===== config.mk =====
export PLATFORM = sky130hd
export DESIGN_NAME = pulse_counter_recharge_scheduler_flat
export DESIGN_NICKNAME = d
export VERILOG_FILES = /design/src/sv/pcrs_pkg.sv /design/src/sv/pcrs_if.sv /design/src/sv/pulse_counter_recharge_scheduler.sv /design/src/flat_wrapper.sv
export SDC_FILE = /design/constraint.sdc
export NUM_CORES = 1
export LEC_CHECK = 0
export BUFFER_PORTS_ARGS = -buffer_cell sky130_fd_sc_hd__buf_4
export CAP_MARGIN = 30
export CORE_ASPECT_RATIO = 1.5
export CORE_MARGIN = 4
export CORE_UTILIZATION = 59
export DETAILED_ROUTE_END_ITERATION = 7
export GPL_TIMING_DRIVEN = 0
export PLACE_DENSITY = 0.8
export SETUP_SLACK_MARGIN = 0.1
export SYNTH_ARGS = -nofsm -noshare
export SYNTH_HDL_FRONTEND = slang
export SYNTH_SLANG_ARGS = --single-unit
export TNS_END_PERCENT = 30

===== constraint.sdc =====
create_clock -name clk -period 4.81 [get_ports clk]
set_clock_uncertainty 0.05 [all_clocks]
set_input_delay 0.962 -clock clk [delete_from_list [all_inputs] [get_ports clk]]
set_output_delay 0.962 -clock clk [all_outputs]
set_load 0.01 [all_outputs]

===== src/sv/pcrs_pkg.sv =====
// Package with shared types and constants for the pulse counter and recharge scheduler.
`timescale 1ns / 1ps
`default_nettype none
package pcrs_pkg;

	// Action codes carried by an input transaction.
	typedef enum logic [2:0] {
		ACT_PULSE_A   = 3'd0,
		ACT_PULSE_B   = 3'd1,
		ACT_TICK      = 3'd2,
		ACT_READ_CNT  = 3'd3,
		ACT_READ_TOT  = 3'd4,
		ACT_POLL      = 3'd5,
		ACT_REFUSED   = 3'd6,
		ACT_NONE      = 3'd7
	} pcrs_action_t;

	// Configuration register indexes (byte address divided by four).
	typedef enum logic [1:0] {
		REG_PULSE_THR   = 2'd0,
		REG_SECONDS_THR = 2'd1,
		REG_SECONDS_REF = 2'd2,
		REG_UNUSED      = 2'd3
	} pcrs_reg_t;

	localparam int unsigned ADDR_W  = 4;
	localparam int unsigned DATA_W  = 32;
	localparam int unsigned COUNT_W = 32;
	localparam int unsigned SHORT_W = 16;

	localparam logic [COUNT_W-1:0] COUNT_MAX = {COUNT_W{1'b1}};

	localparam logic [SHORT_W-1:0] PULSE_THR_RST   = 16'd20;
	localparam logic [SHORT_W-1:0] SECONDS_THR_RST = 16'd20;
	localparam logic [SHORT_W-1:0] SECONDS_REF_RST = 16'd15;
	localparam logic [SHORT_W-1:0] SECONDS_RST     = SECONDS_THR_RST - 16'd1;

	// One result transaction.
	typedef struct packed {
		logic [COUNT_W-1:0] count_a;
		logic [COUNT_W-1:0] count_b;
		logic               recharge_request;
		logic               recharge_alert_mode;
		logic               keep_running_request;
	} pcrs_result_t;

endpackage
`default_nettype wire


===== src/sv/pcrs_if.sv =====
// Valid/ready channel interfaces for the input events and the results.
`timescale 1ns / 1ps
`default_nettype none
interface pcrs_item_if;
	logic       valid;
	logic       ready;
	logic [2:0] action;
	logic       clear_after_read;
	logic       alert;
	logic       gen_running;
	logic       refused;

	modport source (output valid, action, clear_after_read, alert, gen_running, refused,
		input ready);
	modport sink (input valid, action, clear_after_read, alert, gen_running, refused,
		output ready);
endinterface

interface pcrs_result_if;
	logic        valid;
	logic        ready;
	logic [31:0] count_a;
	logic [31:0] count_b;
	logic        recharge_request;
	logic        recharge_alert_mode;
	logic        keep_running_request;

	modport source (output valid, count_a, count_b, recharge_request, recharge_alert_mode,
		keep_running_request, input ready);
	modport sink (input valid, count_a, count_b, recharge_request, recharge_alert_mode,
		keep_running_request, output ready);
endinterface
`default_nettype wire


===== src/sv/pulse_counter_recharge_scheduler.sv =====
// Top level of the two-tube pulse counter and recharge scheduler.
//
// Usage:
// Events arrive on the item channel (valid/ready): pulses on tube a or b, second
// ticks, count and total reads, polls and recharge refusals. Every accepted
// transaction gives exactly one result transaction on the result channel.
// The counters and recharge state update at the edge that accepts the event,
// and the result sits in the output register from the next cycle on. One event
// is taken every cycle while the result channel drains; the output register is
// the only buffer, so a stalled result holds the item channel ready low until it
// is taken. Thresholds are written over the APB port (byte addresses 0, 4 and 8);
// the user must write them only while the block is idle, which the block itself
// does not enforce. pready is always high and reads return the register.
// Reset clears the tube counters and totals and the recharge pulse count,
// loads the seconds count with one less than the default seconds threshold,
// restores the register defaults and empties the output register.
`timescale 1ns / 1ps
`default_nettype none
module pulse_counter_recharge_scheduler (
	input  wire logic                      clk,
	input  wire logic                      arst_n,
	input  wire logic                      psel,
	input  wire logic                      penable,
	input  wire logic                      pwrite,
	input  wire logic [pcrs_pkg::ADDR_W-1:0] paddr,
	input  wire logic [pcrs_pkg::DATA_W-1:0] pwdata,
	output logic      [pcrs_pkg::DATA_W-1:0] prdata,
	output logic                           pready,
	pcrs_item_if.sink                      item,
	pcrs_result_if.source                  result
);
	import pcrs_pkg::*;

	logic [SHORT_W-1:0] pulse_thr_q;
	logic [SHORT_W-1:0] seconds_thr_q;
	logic [SHORT_W-1:0] seconds_ref_q;

	logic [COUNT_W-1:0] tube_a_count_q;
	logic [COUNT_W-1:0] tube_b_count_q;
	logic [COUNT_W-1:0] tube_a_total_q;
	logic [COUNT_W-1:0] tube_b_total_q;
	logic [SHORT_W-1:0] pulses_q;
	logic [SHORT_W-1:0] seconds_q;

	logic [COUNT_W-1:0] tube_a_count_d;
	logic [COUNT_W-1:0] tube_b_count_d;
	logic [COUNT_W-1:0] tube_a_total_d;
	logic [COUNT_W-1:0] tube_b_total_d;
	logic [SHORT_W-1:0] pulses_d;
	logic [SHORT_W-1:0] seconds_d;

	pcrs_result_t res_d;
	pcrs_result_t res_q;
	logic         res_valid_q;
	logic         accept;
	logic         cfg_write;
	pcrs_reg_t    reg_idx;
	pcrs_action_t action;
	logic         pulse_bump;
	logic         due;

	// Configuration port decode.
	assign pready    = 1'b1;
	assign reg_idx   = pcrs_reg_t'(paddr[ADDR_W-1:2]);
	assign cfg_write = psel && penable && pwrite && pready;

	always_ff @(posedge clk or negedge arst_n) begin
		if (!arst_n) begin
			pulse_thr_q   <= PULSE_THR_RST;
			seconds_thr_q <= SECONDS_THR_RST;
			seconds_ref_q <= SECONDS_REF_RST;
		end else if (cfg_write) begin
			unique case (reg_idx)
				REG_PULSE_THR:   pulse_thr_q   <= pwdata[SHORT_W-1:0];
				REG_SECONDS_THR: seconds_thr_q <= pwdata[SHORT_W-1:0];
				REG_SECONDS_REF: seconds_ref_q <= pwdata[SHORT_W-1:0];
				default: ;
			endcase
		end
	end

	// Register read-back.
	always_comb begin
		unique case (reg_idx)
			REG_PULSE_THR:   prdata = {{(DATA_W-SHORT_W){1'b0}}, pulse_thr_q};
			REG_SECONDS_THR: prdata = {{(DATA_W-SHORT_W){1'b0}}, seconds_thr_q};
			REG_SECONDS_REF: prdata = {{(DATA_W-SHORT_W){1'b0}}, seconds_ref_q};
			default:         prdata = '0;
		endcase
	end

	// Handshake: a new event is taken whenever the output register is free or drains.
	assign item.ready = !res_valid_q || result.ready;
	assign accept     = item.valid && item.ready;
	assign action     = pcrs_action_t'(item.action);

	// The recharge pulse count stops at the threshold.
	assign pulse_bump = (pulses_q < pulse_thr_q);
	assign due        = (pulses_q >= pulse_thr_q) || (seconds_q >= seconds_thr_q);

	// Next state and result for the event at the item port.
	always_comb begin
		tube_a_count_d = tube_a_count_q;
		tube_b_count_d = tube_b_count_q;
		tube_a_total_d = tube_a_total_q;
		tube_b_total_d = tube_b_total_q;
		pulses_d       = pulses_q;
		seconds_d      = seconds_q;
		res_d          = '0;
		unique case (action)
			ACT_PULSE_A: begin
				if (tube_a_count_q != COUNT_MAX) tube_a_count_d = tube_a_count_q + 1'b1;
				tube_a_total_d = tube_a_total_q + 1'b1;
				if (pulse_bump) pulses_d = pulses_q + 1'b1;
			end
			ACT_PULSE_B: begin
				if (tube_b_count_q != COUNT_MAX) tube_b_count_d = tube_b_count_q + 1'b1;
				tube_b_total_d = tube_b_total_q + 1'b1;
				if (pulse_bump) pulses_d = pulses_q + 1'b1;
			end
			ACT_TICK: begin
				seconds_d = seconds_q + 1'b1;
			end
			ACT_READ_CNT: begin
				res_d.count_a = tube_a_count_q;
				res_d.count_b = tube_b_count_q;
				if (item.clear_after_read) begin
					tube_a_count_d = '0;
					tube_b_count_d = '0;
				end
			end
			ACT_READ_TOT: begin
				res_d.count_a = tube_a_total_q;
				res_d.count_b = tube_b_total_q;
				if (item.clear_after_read) begin
					tube_a_total_d = '0;
					tube_b_total_d = '0;
				end
			end
			ACT_POLL: begin
				if (item.refused) begin
					seconds_d = seconds_ref_q;
				end else begin
					if (due) begin
						pulses_d  = '0;
						seconds_d = '0;
					end
					res_d.recharge_request     = due || item.alert;
					res_d.recharge_alert_mode  = item.alert;
					res_d.keep_running_request = !item.alert && item.gen_running;
				end
			end
			ACT_REFUSED: begin
				seconds_d = seconds_ref_q;
			end
			default: ;
		endcase
	end

	// Counter state.
	always_ff @(posedge clk or negedge arst_n) begin
		if (!arst_n) begin
			tube_a_count_q <= '0;
			tube_b_count_q <= '0;
			tube_a_total_q <= '0;
			tube_b_total_q <= '0;
			pulses_q       <= '0;
			seconds_q      <= SECONDS_RST;
		end else if (accept) begin
			tube_a_count_q <= tube_a_count_d;
			tube_b_count_q <= tube_b_count_d;
			tube_a_total_q <= tube_a_total_d;
			tube_b_total_q <= tube_b_total_d;
			pulses_q       <= pulses_d;
			seconds_q      <= seconds_d;
		end
	end

	// Output register valid flag.
	always_ff @(posedge clk or negedge arst_n) begin
		if (!arst_n) begin
			res_valid_q <= 1'b0;
		end else if (accept) begin
			res_valid_q <= 1'b1;
		end else if (result.ready) begin
			res_valid_q <= 1'b0;
		end
	end

	// Output register payload.
	always_ff @(posedge clk) begin
		if (accept) begin
			res_q <= res_d;
		end
	end

	assign result.valid                = res_valid_q;
	assign result.count_a              = res_q.count_a;
	assign result.count_b              = res_q.count_b;
	assign result.recharge_request     = res_q.recharge_request;
	assign result.recharge_alert_mode  = res_q.recharge_alert_mode;
	assign result.keep_running_request = res_q.keep_running_request;

endmodule
`default_nettype wire


===== src/flat_wrapper.sv =====
// flat-port wrapper written by rule: the top's interface ports become plain ports
module pulse_counter_recharge_scheduler_flat import pcrs_pkg::*;
  (clk, arst_n, psel, penable, pwrite, paddr, pwdata, prdata, pready, item_valid, item_action, item_clear_after_read, item_alert, item_gen_running, item_refused, item_ready, result_valid, result_count_a, result_count_b, result_recharge_request, result_recharge_alert_mode, result_keep_running_request, result_ready);
  pcrs_item_if item_i ();
  pcrs_result_if result_i ();
  input  wire logic clk;
  input  wire logic arst_n;
  input  wire logic psel;
  input  wire logic penable;
  input  wire logic pwrite;
  input  wire logic [pcrs_pkg::ADDR_W-1:0] paddr;
  input  wire logic [pcrs_pkg::DATA_W-1:0] pwdata;
  output logic      [pcrs_pkg::DATA_W-1:0] prdata;
  output logic pready;
  input wire logic [$bits(item_i.valid)-1:0] item_valid;
  input wire logic [$bits(item_i.action)-1:0] item_action;
  input wire logic [$bits(item_i.clear_after_read)-1:0] item_clear_after_read;
  input wire logic [$bits(item_i.alert)-1:0] item_alert;
  input wire logic [$bits(item_i.gen_running)-1:0] item_gen_running;
  input wire logic [$bits(item_i.refused)-1:0] item_refused;
  output wire logic [$bits(item_i.ready)-1:0] item_ready;
  output wire logic [$bits(result_i.valid)-1:0] result_valid;
  output wire logic [$bits(result_i.count_a)-1:0] result_count_a;
  output wire logic [$bits(result_i.count_b)-1:0] result_count_b;
  output wire logic [$bits(result_i.recharge_request)-1:0] result_recharge_request;
  output wire logic [$bits(result_i.recharge_alert_mode)-1:0] result_recharge_alert_mode;
  output wire logic [$bits(result_i.keep_running_request)-1:0] result_keep_running_request;
  input wire logic [$bits(result_i.ready)-1:0] result_ready;
  assign item_i.valid = item_valid;
  assign item_i.action = item_action;
  assign item_i.clear_after_read = item_clear_after_read;
  assign item_i.alert = item_alert;
  assign item_i.gen_running = item_gen_running;
  assign item_i.refused = item_refused;
  assign item_ready = item_i.ready;
  assign result_valid = result_i.valid;
  assign result_count_a = result_i.count_a;
  assign result_count_b = result_i.count_b;
  assign result_recharge_request = result_i.recharge_request;
  assign result_recharge_alert_mode = result_i.recharge_alert_mode;
  assign result_keep_running_request = result_i.keep_running_request;
  assign result_i.ready = result_ready;
  pulse_counter_recharge_scheduler u_core (.clk(clk), .arst_n(arst_n), .psel(psel), .penable(penable), .pwrite(pwrite), .paddr(paddr), .pwdata(pwdata), .prdata(prdata), .pready(pready), .item(item_i), .result(result_i));
endmodule

* Yosys cells after proc, flatten, opt, wreduce, memory -nomap -nowiden
Cells that the tools add are included.
Storage, ports and cells: register bits 276, output and inout port bits 102
Cells by class: add/subtract/negate cells 6, magnitude comparators 3, equality and inequality tests 18, muxes and demuxes 17, bitwise gates (word level) 1, reductions and logical operators 29
Operators by type and width (count):
- $pmux W32 S2 | 4
- $add A32 B1 Y32 const B | 4
- $pmux W64 S2 | 1
- $mux W32 | 3
- $pmux W16 S3 | 2
- $mux W16 | 4
- $ne A32 B32 Y1 const B | 2
- $add A16 B1 Y16 const B | 2
- $ge A16 B16 Y1 | 2
- $pmux W16 S2 | 1
- $lt A16 B16 Y1 | 1
- $reduce_bool A2 Y1 | 6
- $eq A3 B3 Y1 const B | 3
- $reduce_and A3 Y1 | 3
- $ne A2 B1 Y1 const B | 4
- $reduce_and A4 Y1 | 2
- $eq A3 B2 Y1 const B | 2
- $ne A2 B2 Y1 const B | 3
- $reduce_and A2 Y1 | 3
- $reduce_and A5 Y1 | 1
- $logic_and A1 B1 Y1 | 4
- $reduce_or A2 Y1 | 2
- $eq A3 B1 Y1 const B | 1
- $logic_not A3 Y1 | 1
- 9 further kinds | 13

* Depth between registers and ports, before layout
Gate-level depths: netlist of the first run.
depth in word-level cells 5, gate-level depth with buffers 10, depth with buffers taken out 9

* Worst setup path after synthesis of the first run
No wires, ideal clock.
path type in2reg, from input result_ready, to register u_core.seconds_q[13], library setup time 134 ps, arrival 3811 ps, required time 4626 ps, path slack 815 ps, stages 9, buffers on the path 1, cells stage by stage nor2b_1 inv_2 nand2_1 inv_1 o21ai_1 a31o_2 buf_2 o21ai_0 o21ai_0
Between the ends: longest elaborated chain between the ends 3
Ends and longest elaborated chain:
- start: declaration | line flat_wrapper.sv:28 | input wire logic [$bits(result_i.ready)-1:0] result_ready;
- $logic_or A1 B1 Y1 | line pulse_counter_recharge_scheduler.sv:93 | assign item.ready = !res_valid_q || result.ready;
- net item_ready | line flat_wrapper.sv:21 | output wire logic [$bits(item_i.ready)-1:0] item_ready;
- $logic_and A1 B1 Y1 | line pulse_counter_recharge_scheduler.sv:94 | assign accept = item.valid && item.ready;
- net u_core.accept | line pulse_counter_recharge_scheduler.sv:55 | logic accept;
- $reduce_and A3 Y1 (no source line)
- end signal: assignment | line pulse_counter_recharge_scheduler.sv:175 | seconds_q <= seconds_d;
- end: declaration | line pulse_counter_recharge_scheduler.sv:43 | logic [SHORT_W-1:0] seconds_q;
The timed path passes the listed nets, and every way through them passes these cells. A chain may end at the register's enable or synchronous reset.

* Final worst setup path of the first run
from input paddr[2] (netlist bit), to output prdata[7] (netlist bit)
Between the ends: longest elaborated chain between the ends 2, elaborated cells between the ends (all ways) 4, classes of those cells eq/ne (2); mux (1); reduce/logical (1)
Ends and longest elaborated chain:
- start: declaration | line flat_wrapper.sv:11 | input wire logic [pcrs_pkg::ADDR_W-1:0] paddr;
- $eq A2 B2 Y1, or another cell as far along | line pulse_counter_recharge_scheduler.sv:84 | unique case (reg_idx)
- $pmux W16 S3 (*) | line pulse_counter_recharge_scheduler.sv:84
- end: declaration | line flat_wrapper.sv:13 | output logic [pcrs_pkg::DATA_W-1:0] prdata;
Mark *: on every way between the ends. The rest lies on a longest branch, timed or not.

==> run_summary.xml, run 1 <==
<?xml version="1.0" encoding="UTF-8"?>
<metrics>
  <group name="clock_network">
    <metric name="cts_tree" unit="">built</metric>
    <metric name="post-cts-setup-buffer-count" unit="">0</metric>
    <metric name="clkTransAtPathRegs" unit="ns">0.06</metric>
    <metric name="cts_buffers" unit="">26</metric>
    <metric name="root_buffer" unit="">sky130_fd_sc_hd__clkbuf_16</metric>
    <metric name="clk_path_buf_depth" unit="">3</metric>
    <metric name="post_cts_hold_buffer_count" unit="">0</metric>
    <metric name="clock_insertion_delay_worst_skew" unit="ns">0.54</metric>
    <metric name="cts_max_level" unit="">1</metric>
    <metric name="clkSinkCount" unit="">276</metric>
    <metric name="post_cts.resized_instances" unit="">0</metric>
  </group>
  <group name="grt">
    <metric name="maximum_number_of_pins_on_one_net_before_global_route_repair" unit="">119</metric>
    <metric name="grt_util_all_layers" unit="%">27.3</metric>
    <metric name="grt_pass1_wl" unit="mm">58.4</metric>
    <metric name="antenna_found_initial" unit="">0</metric>
    <metric name="grt_remaining_overflow" unit="">0</metric>
    <metric name="number_of_global_route_vias_before_repair" unit="">11539</metric>
  </group>
  <group name="timing">
    <metric name="hold-worst-slack" unit="ns">0.392</metric>
    <metric name="min_period_over_period" unit="%">81.2</metric>
    <metric name="timing.final.max_slew_violations" unit="">0</metric>
    <metric name="tightest_slew" unit="ns">0.957</metric>
    <metric name="finalSetupViolCount" unit="">0</metric>
    <metric name="clock.fmax" unit="MHz">256</metric>
    <metric name="unrepaired_setup_endpoints_after_global_routing" unit="">no</metric>
    <metric name="slew_headroom" unit="%">35.7</metric>
    <metric name="hold_violations" unit="">0</metric>
    <metric name="finalWorstSetupSlack" unit="ns">0.905</metric>
    <metric name="final_period_minus_worst_setup_slack" unit="ns">3.91</metric>
  </group>
  <group name="layout">
    <metric name="area_growth_synth_to_finish" unit="%">16.6</metric>
    <metric name="finalNetCount" unit="">1647</metric>
    <metric name="layout.cells.most_common_list" unit="">sky130_fd_sc_hd__dfrtp_1 (198), sky130_fd_sc_hd__o21ai_0 (138), sky130_fd_sc_hd__nor2_1 (138)</metric>
    <metric name="area_taken_by_multi_input_logic_gates" unit="sq um">6340</metric>
    <metric name="regArea" unit="sq um">7260</metric>
    <metric name="drive_gt1_share" unit="%">16.8</metric>
    <metric name="mostFrequentLayoutCell" unit="">sky130_fd_sc_hd__dfrtp_1</metric>
    <metric name="stdcell_count" unit="">1898</metric>
    <metric name="num-fill-cells" unit="">1823</metric>
    <metric name="final_util" unit="%">69.8</metric>
    <metric name="diodes" unit="">0</metric>
  </group>
  <group name="setup_path">
    <metric name="timing.critical_path.required" unit="ns">3.80</metric>
    <metric name="crit_path_max_fanout" unit="">10</metric>
    <metric name="cp-end-kind" unit="">output pin</metric>
    <metric name="worstPathArrival" unit="ns">2.89</metric>
    <metric name="cp-start-kind" unit="">input pin</metric>
    <metric name="reg2regPathDepth" unit="">9</metric>
    <metric name="timing.setup.critical_path_class" unit="">in -&gt; out</metric>
  </group>
  <group name="die">
    <metric name="rows" unit="">69</metric>
    <metric name="floorplan.initialDensity" unit="%">59.9</metric>
    <metric name="ios" unit="">152</metric>
    <metric name="die_w" unit="microns">135</metric>
    <metric name="floorplan.die_area" unit="sq um">26600</metric>
    <metric name="floorplan.core_area" unit="sq um">23700</metric>
    <metric name="vert_die_dim" unit="microns">198</metric>
  </group>
  <group name="logic_synthesis">
    <metric name="postSynthAreaPerCell" unit="sq um">10.1</metric>
    <metric name="ys.flop_type" unit="">sky130_fd_sc_hd__dfrtp_1</metric>
    <metric name="synth_sequential_area_ratio" unit="%">51.2</metric>
    <metric name="syn-cell-area" unit="sq um">14200</metric>
    <metric name="synth.ff_latch_count" unit="">276</metric>
    <metric name="yosys_warnings" unit="">0</metric>
    <metric name="syn_inst" unit="">1399</metric>
    <metric name="synth.distinct_cells" unit="">71</metric>
    <metric name="asyncSetResetFlopFracSynth" unit="%">75.7</metric>
    <metric name="number_of_synthesized_flops_with_an_enable_pin" unit="">67</metric>
  </group>
  <group name="routing">
    <metric name="drt-initial-drc-count" unit="">782</metric>
    <metric name="drc" unit="">0</metric>
    <metric name="post_route_ant_nets" unit="">0</metric>
    <metric name="avgRoutedWirePerCell" unit="microns">19.4</metric>
    <metric name="first_pass_drt_iterations" unit="">5</metric>
    <metric name="detail_route.vias_per_cell" unit="">6.11</metric>
    <metric name="overall_via_count_from_detail_route" unit="">11595</metric>
    <metric name="postRouteWirelength" unit="mm">36.8</metric>
  </group>
  <group name="power">
    <metric name="total_leakage_power" unit="nW">7.16</metric>
    <metric name="final_total_pwr" unit="mW">6.08</metric>
    <metric name="pwr_density_cell" unit="nW/um^2">368</metric>
    <metric name="worst_ir_drop_vdd" unit="mV">0.273</metric>
  </group>
  <group name="place">
    <metric name="pre_cts_ws" unit="ns">0.720</metric>
    <metric name="dp.final_hpwl" unit="mm">26.5</metric>
    <metric name="numPortBuffers" unit="">115</metric>
    <metric name="place.gp.congestion" unit="">0.936</metric>
    <metric name="dp_cells" unit="">1850</metric>
  </group>
  <group name="status">
    <metric name="run_status" unit="">completed</metric>
  </group>
  <group name="worst_hold_path">
    <metric name="hp-class" unit="">in -&gt; async</metric>
  </group>
  <group name="flow_run">
    <metric name="max_cap_viol_count" unit="">0</metric>
  </group>
</metrics>
layer usage:
layer | up-vias | GRT usage, % | routed length [microns]
met3 | 106 | 3.46 | 2020
met1 | 5687 | 31.9 | 13900
met4 | 0 | 13.5 | 1740
met2 | 450 | 49.3 | 19100
li1 | 5352 | - | -
met5 | - | 0 | 0
report_power, final:
group / internal [mW] / switching [mW]
registers: 2.64 / 0.233
logic: 0.382 / 0.489
clock network: 1.44 / 0.895
state kept, by name (all words and copies together) (netlist names):
signal                              count
u_core.result.count_a                  32
u_core.result.count_b                  32
u_core.tube_a_count_q                  32
u_core.tube_a_total_q                  32
u_core.tube_b_count_q                  32
u_core.tube_b_total_q                  32
u_core.pulse_thr_q                     16
u_core.pulses_q                        16
u_core.seconds_q                       16
u_core.seconds_ref_q                   16
u_core.seconds_thr_q                   16
u_core.result.keep_running_request      1
u_core.result.recharge_alert_mode       1
u_core.result.recharge_request          1
u_core.result.valid                     1
through the flow:
step	TNS (ns)	area, sq um
2_1_floorplan	0	14200
3_3_place_gp	-12.33	15500
3_5_place_dp	0	15500
4_1_cts	0	16500
5_1_grt	0	16500
6_report	0	16500
final timing paths:
check                                                     startpoint                                     to  slack [ns]
worst max-delay path                                        paddr[2]                              prdata[7]        0.90
worst min-delay path                                          arst_n      u_core.pulse_thr_q[3]$_DFFE_PN0P_        0.39
worst max register to register       u_core.result.valid$_DFFE_PN0P_  u_core.tube_b_total_q[21]$_DFFE_PN0P_        1.34
worst min register to register  u_core.tube_b_count_q[9]$_DFFE_PN0P_   u_core.tube_b_count_q[9]$_DFFE_PN0P_        0.46
max in group asynchronous                                     arst_n   u_core.tube_b_count_q[4]$_DFFE_PN0P_        3.26
min in group clk                u_core.tube_b_count_q[9]$_DFFE_PN0P_   u_core.tube_b_count_q[9]$_DFFE_PN0P_        0.46
cells in the mapped netlist, types with 4 or more instances:
cell type	n	area share [%]
sky130_fd_sc_hd__and2_1	15	0.66
sky130_fd_sc_hd__inv_1	56	1.5
sky130_fd_sc_hd__nand3_1	60	2.1
sky130_fd_sc_hd__nor4_1	5	0.22
sky130_fd_sc_hd__nor2_1	138	3.7
sky130_fd_sc_hd__dfrtp_1	198	35
sky130_fd_sc_hd__edfxtp_1	67	14
sky130_fd_sc_hd__nand2_1	117	3.1
sky130_fd_sc_hd__buf_4	20	1.1
sky130_fd_sc_hd__clkbuf_1	38	1.0
sky130_fd_sc_hd__mux2_2	35	2.8
sky130_fd_sc_hd__a31oi_1	9	0.40
sky130_fd_sc_hd__nor2_2	4	0.18
sky130_fd_sc_hd__nor2b_1	8	0.35
sky130_fd_sc_hd__buf_2	12	0.42
sky130_fd_sc_hd__o21ai_0	138	4.9
sky130_fd_sc_hd__and4_1	17	1.1
sky130_fd_sc_hd__dfstp_2	11	2.0
sky130_fd_sc_hd__a21oi_1	52	1.8
sky130_fd_sc_hd__ha_1	38	3.4
sky130_fd_sc_hd__xnor2_1	21	1.3
sky130_fd_sc_hd__and3_1	28	1.2
sky130_fd_sc_hd__buf_1	9	0.24
sky130_fd_sc_hd__a22oi_1	5	0.26
sky130_fd_sc_hd__o31ai_1	11	0.58
sky130_fd_sc_hd__or3_1	26	1.1
sky130_fd_sc_hd__mux2i_1	18	1.3
sky130_fd_sc_hd__nand4_1	43	1.9
sky130_fd_sc_hd__o21a_1	4	0.21
sky130_fd_sc_hd__nor3_1	12	0.42
sky130_fd_sc_hd__xor2_1	54	3.3
sky130_fd_sc_hd__a22o_1	66	4.1
final cells by class:
cell class | instances | area share (%)
multi-input cells | 998 | 38.4
clock buffers | 30 | 4.35
flip-flops and latches | 276 | 43.9
plain buffers | 82 | 2.51
clock inverters | 18 | 1.62
inverters | 58 | 1.33
repair buffers | 117 | 5.47
well taps | 319 | 2.42
kinds of logic (layout without fill, tap and decap cells):
kind of cell	Yosys count	in the layout	synth area share, %
buffers and inverters	140	305	4.46
adder cells (fa/ha/maj)	38	38	3.35
XOR/XNOR	75	75	4.63
AND/OR/NAND/NOR	493	493	17.5
other	2	17	0.0530
AO/OA/AOI/OAI	322	322	14.8
multiplexers	53	53	4.05
flip-flops	276	276	51.2
worst max-delay path, stage by stage:
cell	delay, ns
sky130_fd_sc_hd__buf_4	0.09
sky130_fd_sc_hd__clkbuf_1	0.50
sky130_fd_sc_hd__buf_1	0.69
sky130_fd_sc_hd__mux2i_1	0.16
sky130_fd_sc_hd__o21ai_0	0.30
sky130_fd_sc_hd__buf_4	0.18
Note: power is estimated with default switching activity, not from simulation.
==> run 2: changes to the inputs <==
- ABC_AREA: unset -> 1
- CORE_UTILIZATION: 59 -> 55
- PLACE_DENSITY: 0.8 -> 0.78
- clock period: 4.81 -> 3.4 ns (I/O delays scaled with it)
==> run 2 against run 1 <==
Effect of this change: sequential power up 59%; global-route usage increased by 4.9 points; largest cell class is now multi-input combinational cells; clock power rose by 41%; hold slack lost 0.33 ns; worst setup slack got worse by 0.45 ns; design area grew 13%; largest power group unchanged; critical endpoint is now prdata[1]; die area up 21%; cell count is 44% higher.
==> run_summary.xml, run 2 <==
<?xml version="1.0" encoding="UTF-8"?>
<metrics>
  <group name="place">
    <metric name="dp.final_hpwl" unit="mm">40.3</metric>
    <metric name="numPortBuffers" unit="">116</metric>
    <metric name="pre_cts_ws" unit="ns">0.223</metric>
    <metric name="place.gp.congestion" unit="">1.00</metric>
  </group>
  <group name="layout">
    <metric name="num-fill-cells" unit="">2611</metric>
    <metric name="drive_gt1_share" unit="%">11.1</metric>
    <metric name="mostFrequentLayoutCell" unit="">sky130_fd_sc_hd__nand2_1</metric>
    <metric name="diodes" unit="">0</metric>
    <metric name="area_taken_by_multi_input_logic_gates" unit="sq um">7460</metric>
    <metric name="finalNetCount" unit="">2413</metric>
    <metric name="regArea" unit="sq um">7260</metric>
    <metric name="area_growth_synth_to_finish" unit="%">15.2</metric>
    <metric name="layout.cells.most_common_list" unit="">sky130_fd_sc_hd__nand2_1 (584), sky130_fd_sc_hd__inv_1 (282), sky130_fd_sc_hd__dfrtp_1 (198)</metric>
  </group>
  <group name="setup_path">
    <metric name="timing.critical_path.required" unit="ns">2.67</metric>
    <metric name="timing.setup.critical_path_class" unit="">in -&gt; out</metric>
    <metric name="r2r_setup_slack" unit="ns">0.69</metric>
    <metric name="worstPathArrival" unit="ns">2.21</metric>
    <metric name="crit_path_max_fanout" unit="">10</metric>
    <metric name="reg2regPathDepth" unit="">12</metric>
    <metric name="cp-end-kind" unit="">output pin</metric>
    <metric name="reg2reg_to" unit="">u_core.tube_b_count_q[11]$_DFFE_PN0P_</metric>
    <metric name="cp-start-kind" unit="">input pin</metric>
    <metric name="worstReg2RegStart" unit="">u_core.result.valid$_DFFE_PN0P_</metric>
  </group>
  <group name="power">
    <metric name="power_frac_seq" unit="%">44.6</metric>
    <metric name="final_total_pwr" unit="mW">10.2</metric>
    <metric name="pwr-share-comb" unit="%">23.1</metric>
    <metric name="worst_ir_drop_vdd" unit="mV">0.436</metric>
    <metric name="pwr_density_cell" unit="nW/um^2">548</metric>
    <metric name="netSwitchingFraction" unit="%">34.1</metric>
    <metric name="total_leakage_power" unit="nW">8.40</metric>
    <metric name="p_int" unit="mW">6.74</metric>
    <metric name="p_clk_share" unit="%">32.4</metric>
    <metric name="switching_power" unit="mW">3.48</metric>
  </group>
  <group name="grt">
    <metric name="antenna_found_initial" unit="">0</metric>
    <metric name="number_of_global_route_vias_before_repair" unit="">15245</metric>
    <metric name="grt_pass1_wl" unit="mm">81.8</metric>
    <metric name="grt_remaining_overflow" unit="">0</metric>
    <metric name="maximum_number_of_pins_on_one_net_before_global_route_repair" unit="">123</metric>
    <metric name="grt_util_all_layers" unit="%">32.2</metric>
  </group>
  <group name="logic_synthesis">
    <metric name="synth.distinct_cells" unit="">53</metric>
    <metric name="synth.ff_latch_count" unit="">276</metric>
    <metric name="most_instantiated_cells_after_synthesis" unit="">sky130_fd_sc_hd__nand2_1 (584), sky130_fd_sc_hd__inv_1 (282), sky130_fd_sc_hd__dfrtp_1 (198)</metric>
    <metric name="yosysTopAreaCellShare" unit="%">30.6</metric>
    <metric name="asyncSetResetFlopFracSynth" unit="%">75.7</metric>
    <metric name="yosys_warnings" unit="">0</metric>
    <metric name="postSynthAreaPerCell" unit="sq um">7.48</metric>
    <metric name="syn_inst" unit="">2162</metric>
    <metric name="ys_top_cells_by_area" unit="">sky130_fd_sc_hd__dfrtp_1 (31%), sky130_fd_sc_hd__nand2_1 (14%), sky130_fd_sc_hd__edfxtp_1 (12%), sky130_fd_sc_hd__inv_1 (6.5%), sky130_fd_sc_hd__nand3_1 (6.0%)</metric>
    <metric name="number_of_synthesized_flops_with_an_enable_pin" unit="">67</metric>
    <metric name="synth_sequential_area_ratio" unit="%">44.8</metric>
    <metric name="synth_area_leader_cell" unit="">sky130_fd_sc_hd__dfrtp_1</metric>
    <metric name="synth.most_common_cell" unit="">sky130_fd_sc_hd__nand2_1</metric>
    <metric name="syn-cell-area" unit="sq um">16200</metric>
    <metric name="ys.flop_type" unit="">sky130_fd_sc_hd__dfrtp_1</metric>
  </group>
  <group name="timing">
    <metric name="final_period_minus_worst_setup_slack" unit="ns">2.94</metric>
    <metric name="timing.final.max_slew_violations" unit="">0</metric>
    <metric name="min_period_over_period" unit="%">86.5</metric>
    <metric name="hold_violations" unit="">0</metric>
    <metric name="slew_headroom" unit="%">38.5</metric>
    <metric name="finalWorstSetupSlack" unit="ns">0.458</metric>
    <metric name="hold-worst-slack" unit="ns">0.0647</metric>
    <metric name="finalSetupViolCount" unit="">0</metric>
    <metric name="clock.fmax" unit="MHz">340</metric>
    <metric name="unrepaired_setup_endpoints_after_global_routing" unit="">no</metric>
    <metric name="tightest_slew" unit="ns">0.922</metric>
  </group>
  <group name="clock_network">
    <metric name="clkTransAtPathRegs" unit="ns">0.07</metric>
    <metric name="post-cts-setup-buffer-count" unit="">0</metric>
    <metric name="cts_buffers" unit="">28</metric>
    <metric name="post_cts.resized_instances" unit="">0</metric>
    <metric name="post_cts_hold_buffer_count" unit="">0</metric>
    <metric name="clock_insertion_delay_worst_skew" unit="ns">0.57</metric>
    <metric name="clk_path_buf_depth" unit="">3</metric>
    <metric name="root_buffer" unit="">sky130_fd_sc_hd__clkbuf_16</metric>
    <metric name="cts_max_level" unit="">1</metric>
    <metric name="clkSinkCount" unit="">276</metric>
    <metric name="cts_tree" unit="">built</metric>
  </group>
  <group name="routing">
    <metric name="first_pass_drt_iterations" unit="">6</metric>
    <metric name="drc" unit="">0</metric>
    <metric name="overall_via_count_from_detail_route" unit="">15586</metric>
    <metric name="drt-initial-drc-count" unit="">1216</metric>
    <metric name="postRouteWirelength" unit="mm">52.2</metric>
    <metric name="post_route_ant_nets" unit="">0</metric>
    <metric name="avgRoutedWirePerCell" unit="microns">19.1</metric>
    <metric name="detail_route.vias_per_cell" unit="">5.69</metric>
  </group>
  <group name="die">
    <metric name="die_w" unit="microns">148</metric>
    <metric name="vert_die_dim" unit="microns">218</metric>
    <metric name="floorplan.die_area" unit="sq um">32300</metric>
    <metric name="rows" unit="">76</metric>
    <metric name="floorplan.initialDensity" unit="%">56.0</metric>
    <metric name="ios" unit="">152</metric>
    <metric name="floorplan.core_area" unit="sq um">28900</metric>
  </group>
  <group name="status">
    <metric name="run_status" unit="">completed</metric>
  </group>
  <group name="flow_run">
    <metric name="max_cap_viol_count" unit="">0</metric>
  </group>
  <group name="worst_hold_path">
    <metric name="hp-class" unit="">in -&gt; async</metric>
  </group>
</metrics>
-- run 2: cell types whose count changed after synthesis, sizes merged, moves of 55 or more --
cell,before,now
o22ai,3,61
nor3,15,70
a22o,66,1
nand3,62,199
inv,58,290
nand2,117,591
-- run 2: power groups by stage --
stage                     logic (mW)  registers (mW)  clock network [mW]
after floorplan                 1.55            4.46                   0
after global placement          2.24            4.57                   0
after detailed placement        2.33            4.58                   0
after CTS                       2.34            4.53                3.36
after global routing            2.66            4.61                3.50
final                           2.36            4.55                3.31
-- run 2: worst max path at each step --
stage	start	end	slack [ns]	cells past startpoint
2_1_floorplan	result_ready	u_core.tube_a_total_q[25]$_DFFE_PN0P_	0.55	10
4_1_cts	paddr[3]	prdata[12]	0.49	6
3_5_place_dp	result_ready	u_core.tube_b_count_q[11]$_DFFE_PN0P_	0.22	14
3_3_place_gp	result_ready	u_core.tube_b_count_q[4]$_DFFE_PN0P_	-0.45	13
6_report	paddr[3]	prdata[1]	0.46	6
5_1_grt	paddr[3]	prdata[1]	0.41	6
-- run 2: per-stage QoR --
| step | instance area, sq um | utilization (%) | setup TNS, ns | cells |
|---|---|---|---|---|
| floorplan | 16200 | - | 0 | 2177 |
| global route | 18600 | 64.5 | 0 | 2737 |
| finish | 18600 | 64.5 | 0 | 2737 |
| detailed placement | 17700 | 61.1 | 0 | 2685 |
| CTS | 18600 | 64.5 | 0 | 2737 |
| global placement | 17600 | 60.9 | -31.01 | 2683 |
-- run 2: cells by family (layout without fill, tap and decap cells) --
kind of cell / Yosys count / in the layout / synth area share (%)
adder cells (fa/ha/maj): 38 / 38 / 2.94
other: 2 / 17 / 0.0464
XOR/XNOR: 31 / 31 / 1.68
AND/OR/NAND/NOR: 1112 / 1112 / 29.6
buffers and inverters: 373 / 543 / 9.38
AO/OA/AOI/OAI: 330 / 330 / 11.5
flip-flops: 276 / 276 / 44.8
-- run 2: cell type report --
type / count / share of cell area (%)
Sequential cell: 276 / 38.9
Timing Repair Buffer: 118 / 5.01
Inverter: 293 / 5.91
Clock inverter: 18 / 1.15
Tap cell: 390 / 2.62
Buffer: 80 / 2.23
Clock buffer: 34 / 4.10
Multi-Input combinational cell: 1528 / 40.0
-- run 2: routing by layer --
layer  global-route usage, %  vias up  part of all wire [%]
li1                        -     7452                     -
met1                    38.0     7330                    37
met2                    56.1      630                    49
met3                    3.33      174                   5.9
met4                    20.1        0                   7.4
met5                       0        -                     0
-- run 2: critical path: stages --
cell and delay [ns]:
sky130_fd_sc_hd__buf_4 0.12, sky130_fd_sc_hd__nor2_1 0.52, sky130_fd_sc_hd__clkbuf_1 0.49, sky130_fd_sc_hd__nand2_1 0.10, sky130_fd_sc_hd__o221ai_1 0.12, sky130_fd_sc_hd__buf_4 0.17
